### config.mk
export PLATFORM = sky130hd
export DESIGN_NAME = plc_ctrl
export DESIGN_NICKNAME = d
export VERILOG_FILES = /design/src/plc_pkg.sv /design/src/plc_ctrl.sv
export SDC_FILE = /design/constraint.sdc
export NUM_CORES = 1
export LEC_CHECK = 0
export BUFFER_PORTS_ARGS = -buffer_cell sky130_fd_sc_hd__buf_2
export CAP_MARGIN = 20
export CORE_AREA = 5 5 42 44
export CTS_BUF_LIST = sky130_fd_sc_hd__clkbuf_4 sky130_fd_sc_hd__clkbuf_8
export DETAILED_ROUTE_END_ITERATION = 10
export DIE_AREA = 0 0 47 49
export PLACE_DENSITY_LB_ADDON = 0.3
export REMOVE_ABC_BUFFERS = 1
export SLEW_MARGIN = 5
export SYNTH_ARGS = -nofsm -noshare
export SYNTH_HDL_FRONTEND = slang
export SYNTH_SLANG_ARGS = --single-unit
### constraint.sdc
create_clock -name clk_i -period 3.43 [get_ports clk_i]
set_clock_uncertainty 0.2 [all_clocks]
set_input_delay 0.343 -clock clk_i [delete_from_list [all_inputs] [get_ports clk_i]]
set_output_delay 0.343 -clock clk_i [all_outputs]
set_load 0.05 [all_outputs]
### src/plc_pkg.sv
// Shared types and constants of the per-line distinct id counter.
package plc_pkg;

  localparam int unsigned ItemIdW    = 16;
  localparam int unsigned LineCountW = 8;
  localparam int unsigned LinesDoneW = 16;

  localparam logic KIND_ID  = 1'b0;
  localparam logic KIND_EOL = 1'b1;

  typedef enum logic [2:0] {
    ST_CLEAR,
    ST_IDLE,
    ST_LOOK,
    ST_WALK,
    ST_EOL
  } ctl_state_e;

  typedef struct packed {
    logic clr_step;
    logic take;
    logic commit;
    logic walk_rd;
    logic eol_fin;
  } plc_cmd_t;

  typedef struct packed {
    logic clr_last;
    logic walk_end;
    logic walk_pend;
    logic out_free;
  } plc_sts_t;

endpackage

### src/plc_ctrl.sv
// Controller state machine: clearing sweep, id lookup, seen-list walk.
module plc_ctrl (
  input  logic               clk_i,
  input  logic               rst_ni,
  input  logic               in_valid_i,
  input  logic               in_kind_i,
  output logic               in_ready_o,
  input  plc_pkg::plc_sts_t  sts_i,
  output plc_pkg::plc_cmd_t  cmd_o
);

  plc_pkg::ctl_state_e state_q, state_d;

  always_ff @(posedge clk_i or negedge rst_ni) begin
    if (!rst_ni) begin
      state_q <= plc_pkg::ST_CLEAR;
    end else begin
      state_q <= state_d;
    end
  end

  always_comb begin
    state_d    = state_q;
    cmd_o      = '0;
    in_ready_o = 1'b0;
    unique case (state_q)
      plc_pkg::ST_CLEAR: begin
        cmd_o.clr_step = 1'b1;
        if (sts_i.clr_last) begin
          state_d = plc_pkg::ST_IDLE;
        end
      end
      plc_pkg::ST_IDLE: begin
        in_ready_o = 1'b1;
        if (in_valid_i) begin
          cmd_o.take = 1'b1;
          state_d    = (in_kind_i == plc_pkg::KIND_EOL) ? plc_pkg::ST_WALK : plc_pkg::ST_LOOK;
        end
      end
      plc_pkg::ST_LOOK: begin
        if (sts_i.out_free) begin
          cmd_o.commit = 1'b1;
          state_d      = plc_pkg::ST_IDLE;
        end
      end
      plc_pkg::ST_WALK: begin
        cmd_o.walk_rd = !sts_i.walk_end;
        // leave once the last mark clear has been written
        if (sts_i.walk_end && !sts_i.walk_pend) begin
          state_d = plc_pkg::ST_EOL;
        end
      end
      plc_pkg::ST_EOL: begin
        if (sts_i.out_free) begin
          cmd_o.eol_fin = 1'b1;
          state_d       = plc_pkg::ST_IDLE;
        end
      end
      default: begin
        state_d = plc_pkg::ST_CLEAR;
      end
    endcase
  end

endmodule

# Yosys cells after proc, flatten, opt, wreduce, memory -nomap -nowiden
# Cells that the tools add are included.
[classes]
eq_ne = 8
mux = 14
n_reduce_logical = 6
[op_table]
columns = ["op", "count"]
rows = [
  ["two-way mux 3 bit", 4],
  ["case mux 3 bit (4 select lines)", 1],
  ["two-way mux 1 bit", 9],
  ["equality test 3 x 2 -> 1 bit, second input constant", 2],
  ["inequality test 2 bit, second input constant", 3],
  ["AND reduction 4 bit", 1],
  ["equality test 3 x 1 -> 1 bit, second input constant", 1],
  ["equality test 3 bit, second input constant", 1],
  ["logical NOT 3 bit", 1],
  ["logical NOT 1 bit", 2],
  ["inequality test 2 x 1 -> 1 bit, second input constant", 1],
  ["OR reduction 2 bit", 1],
  ["logical AND 1 bit", 1],
]
[totals]
reg_bits = 3
input_bits = 8
output_inout_bits = 6
wordCells = 29

# Longest topological paths before layout
# Gate-level depths: netlist of run 1.
[logic_depth]
word_depth = 4
ltp_mapped = 4
depth_no_buf = 3

# Worst setup path after synthesis of run 1
# Ideal clock, no wire load.
[synth_timing]
path_type = "register -> output"
startpoint = "reg state_q[0]"
endpoint = "out cmd_o[2] in the netlist's numbering"
arrival_ns = 1.635
slack_ns = 1.252
path_stages_with_launch = 3
path_buffers = 0
cell_sequence = "dfrtp_1 > nand2b_1 > nor3_1"
[synth_lines]
columns = ["element", "line", "rtl"]
rows = [
  ["start, declared", "plc_ctrl.sv:12", "plc_pkg::ctl_state_e state_q, state_d;"],
  ["start signal, assigned", "plc_ctrl.sv:16", "state_q <= plc_pkg::ST_CLEAR;"],
  ["start signal, assigned", "plc_ctrl.sv:18", "state_q <= state_d;"],
  ["end, declared", "plc_ctrl.sv:9", "output plc_pkg::plc_cmd_t cmd_o"],
]

==> flow_summary.yaml, run 1 <==
power:
  cellLeakagePower_nw: 0.1723
  p_seq_frac: 0.224
  p_sw_uw: 180.7
  p_per_area_nw_per_um2: 997.1
  switching_share: 0.5383
  p_clk_frac: 0.211
  comb_power_share: 0.564
  p_int_uw: 154.9
  ir_drop_v: 0.0003738
sta:
  rsz0062_at_grt: "false"
  final-setup-viol-count: 0
  worstMarginPinSlew_ns: 0.2968
  hold_viol: 0
  final.min_clock_period_ns: 1.826
  setup_tns_ns: 0
  relSlewSlack: 0.8010
  slew_violations: 0
  period_share: 0.5324
  fmax_ghz: 0.5476
floorplan:
  row_count: 14
  initial_core_util: 0.1589
  die_area_um2: 2303
  io_pins: 14
  die_h_um: 49
  core_area_um2: 1401
  dieWidth_um: 47
placement:
  dp_hpwl_um: 505.5
  gp_congestion: 0.7702
  io_buffers: 13
global_routing:
  overflow: 0
  grt_start_max_net_pins: 9
  grt_first_pass_wirelength_um: 1000
  grt_pass1_vias: 238
  antenna_found_initial: 0
  track_usage: 0.06704
clock_tree:
  path_clk_slew_ns: 0.04
  cts_setup_buffers: 0
  cts_num_sinks: 3
  cts_tree: "done"
  root_buffer: "clkbuf_4"
  cts-buffers-inserted: 3
  cts_max_level: 1
  clockBufferDepth: 2
  clock_latency_ns: 0.24
layout:
  reg.largest.list: "state_q x3"
  n_antenna_cell: 0
  final_util: 0.2402
  final_layout_size_suffix_gt1_frac: 0.4444
  multi_input_area_um2: 125.1
  fillers: 166
  regMostFlops: "state_q"
  seq_area_um2: 75.07
  largest_register_ffs: 3
  syn_to_final_growth_pct: 51.12
  layout.nets: 54
setup_path:
  crit_path_end_kind: "primary output"
  arrival_ns: 1.28
  reg2reg_from: "state_q[2]"
  path_max_fanout: 8
  start_kind: "register"
  slowest_stage: "dfrtp_1"
  rrSetupSlack_ns: 2.10
  required_ns: 2.89
  reg2reg_depth: 3
  path_cells: "inv_1, nor3_1, buf_2"
  critical_path_class: "reg -> out"
  critPathMaxStageDelay_ns: 0.47
  r2r_end: "state_q[0]"
  cp-startpoint: "state_q[1]"
worst_hold_path:
  hold_depth: 2
  min_path_type: "in -> reg"
  hp-start: "sts_i[0]"
  holdPathEnd: "state_q[2]"
synthesis:
  synth_edf_count: 0
  syn_area_per_cell_um2: 7.954
  yosys-top-cells-count: "nor2_1, dfrtp_1, nand2b_1"
  yosys.area.top_type_share: 0.3371
  yosys.area.top_type: "dfrtp_1"
  yosys_register_bits: 3
  synth_cell_types: 17
  netlist_top_cells_area: "dfrtp_1, nand2b_1, o32ai_2"
  synth_area_um2: 222.7
  synthFlopType: "dfrtp_1"
  yosysMostFrequentCell: "nor2_1"
  yosys_warnings: 0
  syn_inst: 28
  synthArstFlopShare: 1.000
  seq_area_frac_synth: 0.3371
flow_run:
  cap_violations: 0
route:
  remaining_drc_errors: 0
  postRouteAntennaNets: 0
  met2_wirelength_um: 272
  routed_via_density: 4.164
  met1Wirelength_um: 264
  vias: 254
  drtIter0Drc: 0
  wl_per_cell_um: 10.41
  dr.pass1.iters: 1
  wirelength_um: 635
  dr.max_layer_used: "met4"
  wl_met3_um: 78
run_status:
  status: "complete, no violations"
-- layout by cell type, fill, tap and decap left out, drive strengths merged, types with 2 or more instances in the layout --
cell and instances:
buf 13, nor3 2, inv 3, dfrtp 3, nand2 2, clkbuf 4
nor2 4, nand2b 3, o22ai 2
-- worst max path at each step --
stage | slack [ns] | endpoint | cells after the start
2_1_floorplan | 1.25 | cmd_o[2] | 2
5_1_grt | 1.47 | cmd_o[2] | 3
3_5_place_dp | 1.85 | cmd_o[2] | 3
6_report | 1.60 | cmd_o[2] | 3
4_1_cts | 1.59 | cmd_o[2] | 3
3_3_place_gp | 1.83 | in_ready_o | 4
-- power groups by stage --
| stage | registers [mW] | logic [mW] | clock network, mW |
|---|---|---|---|
| finish | 0.0753 | 0.189 | 0.0709 |
| global route | 0.0801 | 0.205 | 0.0795 |
| CTS | 0.0752 | 0.191 | 0.0743 |
| detailed placement | 0.0755 | 0.190 | 0 |
| global placement | 0.0748 | 0.193 | 0 |
| floorplan | 0.0687 | 0.153 | 0 |
-- per-stage QoR --
| stage | power [mW] | setup WS (ns) | cells | cell area [um^2] | hold WS [ns] |
|---|---|---|---|---|---|
| after floorplan | 0.2216 | 1.252 | 27 | 211.5 | -0.1526 |
| after global placement | 0.2681 | 1.834 | 56 | 296.5 | -0.05788 |
| after detailed placement | 0.2654 | 1.849 | 56 | 296.5 | -0.05806 |
| after CTS | 0.3409 | 1.585 | 61 | 336.6 | 0.1662 |
| after global routing | 0.3647 | 1.468 | 61 | 336.6 | 0.1681 |
| final | 0.3356 | 1.604 | 61 | 336.6 | 0.1628 |
-- worst max-delay path: cells and delay by family (launching register included) --
| kind | cells | cell delay, ns |
|---|---|---|
| buffers and inverters | 2 | 0.40 |
| DFF | 1 | 0.47 |
| and+or+nand+nor | 1 | 0.18 |
-- what timing repair did --
action                                  in CTS  in global routing
gates resized for setup                      0                  0
hold buffers                                 1                  0
hold endpoints to repair                     3                  0
endpoints found under the setup margin       0                  0
-- layout make-up --
class,instances,share of cell area
Clock buffer,4,0.08922
Inverter,3,0.03346
Multi-Input combinational cell,21,0.3717
Sequential cell,3,0.2230
Tap cell,16,0.05948
Timing Repair Buffer,14,0.2230
-- per-layer routing --
metal,up-vias,global-route usage
li1,133,-
met1,107,0.07301
met2,12,0.07014
met3,2,0.07011
met4,0,0.05530
met5,-,0
-- kinds of logic after synthesis --
group                  after synthesis  share of synthesized area
and+or+nand+nor                     14                     0.3146
DFF                                  3                     0.3371
buffers and inverters                4                     0.1011
AOI/OAI and AO/OA                    7                     0.2472
(Power assumes the default switching activity.)
==> run 2, diff against run 1 <==
- clock period: 3.43 -> 1.6 ns (I/O delays scaled with it)
==> run 2 against run 1 <==
Against the previous run:
- global-route usage rose by 0.56 points
- combinational power rose to 2.9 times the previous value
- sequential cell count did not move
- sequential power rose by 140%
- critical path type unchanged
==> flow_summary.yaml, run 2 (synthesized netlist as in run 1, its figures left out) <==
run_status:
  status: "complete, no violations"
placement:
  place_ws_ns: 0.2018
  io_buffers: 13
  gp_congestion: 0.7703
  dp_hpwl_um: 505.5
setup_path:
  path_delay_family: "flip-flops"
  crit_path_end_kind: "primary output"
  path_cells: "inv_2, nand3_1, nor2_1, buf_6"
  path_buf_inv: 2
  critical_path_class: "reg -> out"
  cp-startpoint: "state_q[2]"
  path_max_fanout: 6
  slowest_stage: "dfrtp_2"
  start_kind: "register"
  required_ns: 1.24
  reg2reg_from: "state_q[2]"
  critPathMaxStageDelay_ns: 0.43
  arrival_ns: 1.18
layout:
  fillers: 164
  seq_area_um2: 78.83
  multi_input_area_um2: 147.6
  final_util: 0.3036
  largest_register_ffs: 3
  n_antenna_cell: 0
  final_common_cell: "buf_2"
  layout.nets: 57
  most-common-layout-cells: "buf_2, buf_6, clkbuf_4"
  final_layout_size_suffix_gt1_frac: 0.6458
  reg.largest.list: "state_q x3"
  syn_to_final_growth_pct: 91.01
  regMostFlops: "state_q"
route:
  dr.pass1.iters: 1
  remaining_drc_errors: 0
  vias: 283
  wl_per_cell_um: 10.97
  drtIter0Drc: 0
  wirelength_um: 702
  routed_via_density: 4.422
  postRouteAntennaNets: 0
sta:
  worstMarginPinSlew_ns: 0.2919
  final.min_clock_period_ns: 1.544
  layout_setup_ws_ns: 0.05564
  slew_violations: 0
  relSlewSlack: 0.8043
  rsz0062_at_grt: "true"
  final-setup-viol-count: 0
  hold_viol: 0
  period_share: 0.9652
  fmax_ghz: 0.6475
clock_tree:
  path_clk_slew_ns: 0.04
  clock_latency_ns: 0.24
  cts-buffers-inserted: 3
  root_buffer: "clkbuf_4"
  cts_num_sinks: 3
  cts_tree: "done"
  clockBufferDepth: 2
  cts_max_level: 1
power:
  ir_drop_v: 0.0009196
  power.total_uw: 880.7
  p_per_area_nw_per_um2: 2070
  cellLeakagePower_nw: 0.1966
floorplan:
  dieWidth_um: 47
  die_area_um2: 2303
  initial_core_util: 0.1589
  core_area_um2: 1401
  die_h_um: 49
  row_count: 14
  io_pins: 14
global_routing:
  track_usage: 0.07269
  antenna_found_initial: 0
  overflow: 0
  grt_first_pass_wirelength_um: 1104
  grt_pass1_vias: 257
  grt_start_max_net_pins: 9
worst_hold_path:
  min_path_type: "in -> reg"
  hp-start: "in_kind_i"
flow_run:
  cap_violations: 0
## run 2: final cells by class
cell class / count / area share
clock buffers: 4 / 0.07059
inverters: 3 / 0.02647
multi-input cells: 21 / 0.3471
flip-flops and latches: 3 / 0.1853
well taps: 16 / 0.04706
repair buffers: 17 / 0.3235
## run 2: metal layers
metal  part of all wire  global-route usage  up-vias
li1                   -                   -      138
met1               0.43             0.07965      131
met2               0.45             0.08145       12
met3              0.094             0.07011        2
met4              0.027             0.05530        0
met5                  0                   0        -
## run 2: path summary, 6_finish.rpt
kind	slack [ns]	cells after the start	end
worst max-delay path	0.06	4	cmd_o[1]
worst min-delay path	0.02	3	state_q[0]
worst max register to register	0.27	3	state_q[0]
worst min register to register	0.39	1	state_q[0]
max in group asynchronous	1.03	2	state_q[0]
min in group asynchronous	0.05	2	state_q[2]
## run 2: worst min-delay path: stages
cell     delay [ns]
buf_2          0.08
o22ai_1        0.08
o32ai_2        0.09
## run 2: through the flow
step / hold WS (ns) / instances / setup TNS (ns) / area [um^2]
after CTS: 0.01424 / 62 / 0 / 361.6
after floorplan: -0.3356 / 27 / -0.7305 / 211.5
final: 0.02184 / 64 / 0 / 425.4
after detailed placement: -0.2411 / 56 / 0 / 296.5
after global placement: -0.2409 / 56 / 0 / 296.5
after global routing: 0.03579 / 64 / -0.008798 / 425.4
## run 2: power breakdown
part	switching, mW	internal, mW	total [mW]	leakage, nW
Clock	0.0421	0.111	0.153	0.0184
Sequential	0.0662	0.112	0.178	0.0338
Combinational	0.324	0.226	0.550	0.144
## run 2: what timing repair did
| item | in CTS | in global routing |
|---|---|---|
| endpoints found under the hold margin | 4 | 0 |
| gates resized for setup | 7 | 15 |
| setup endpoints to repair | 5 | 6 |
| setup buffers | 0 | 2 |
| hold buffers | 2 | 0 |
| cloned | 0 | 0 |
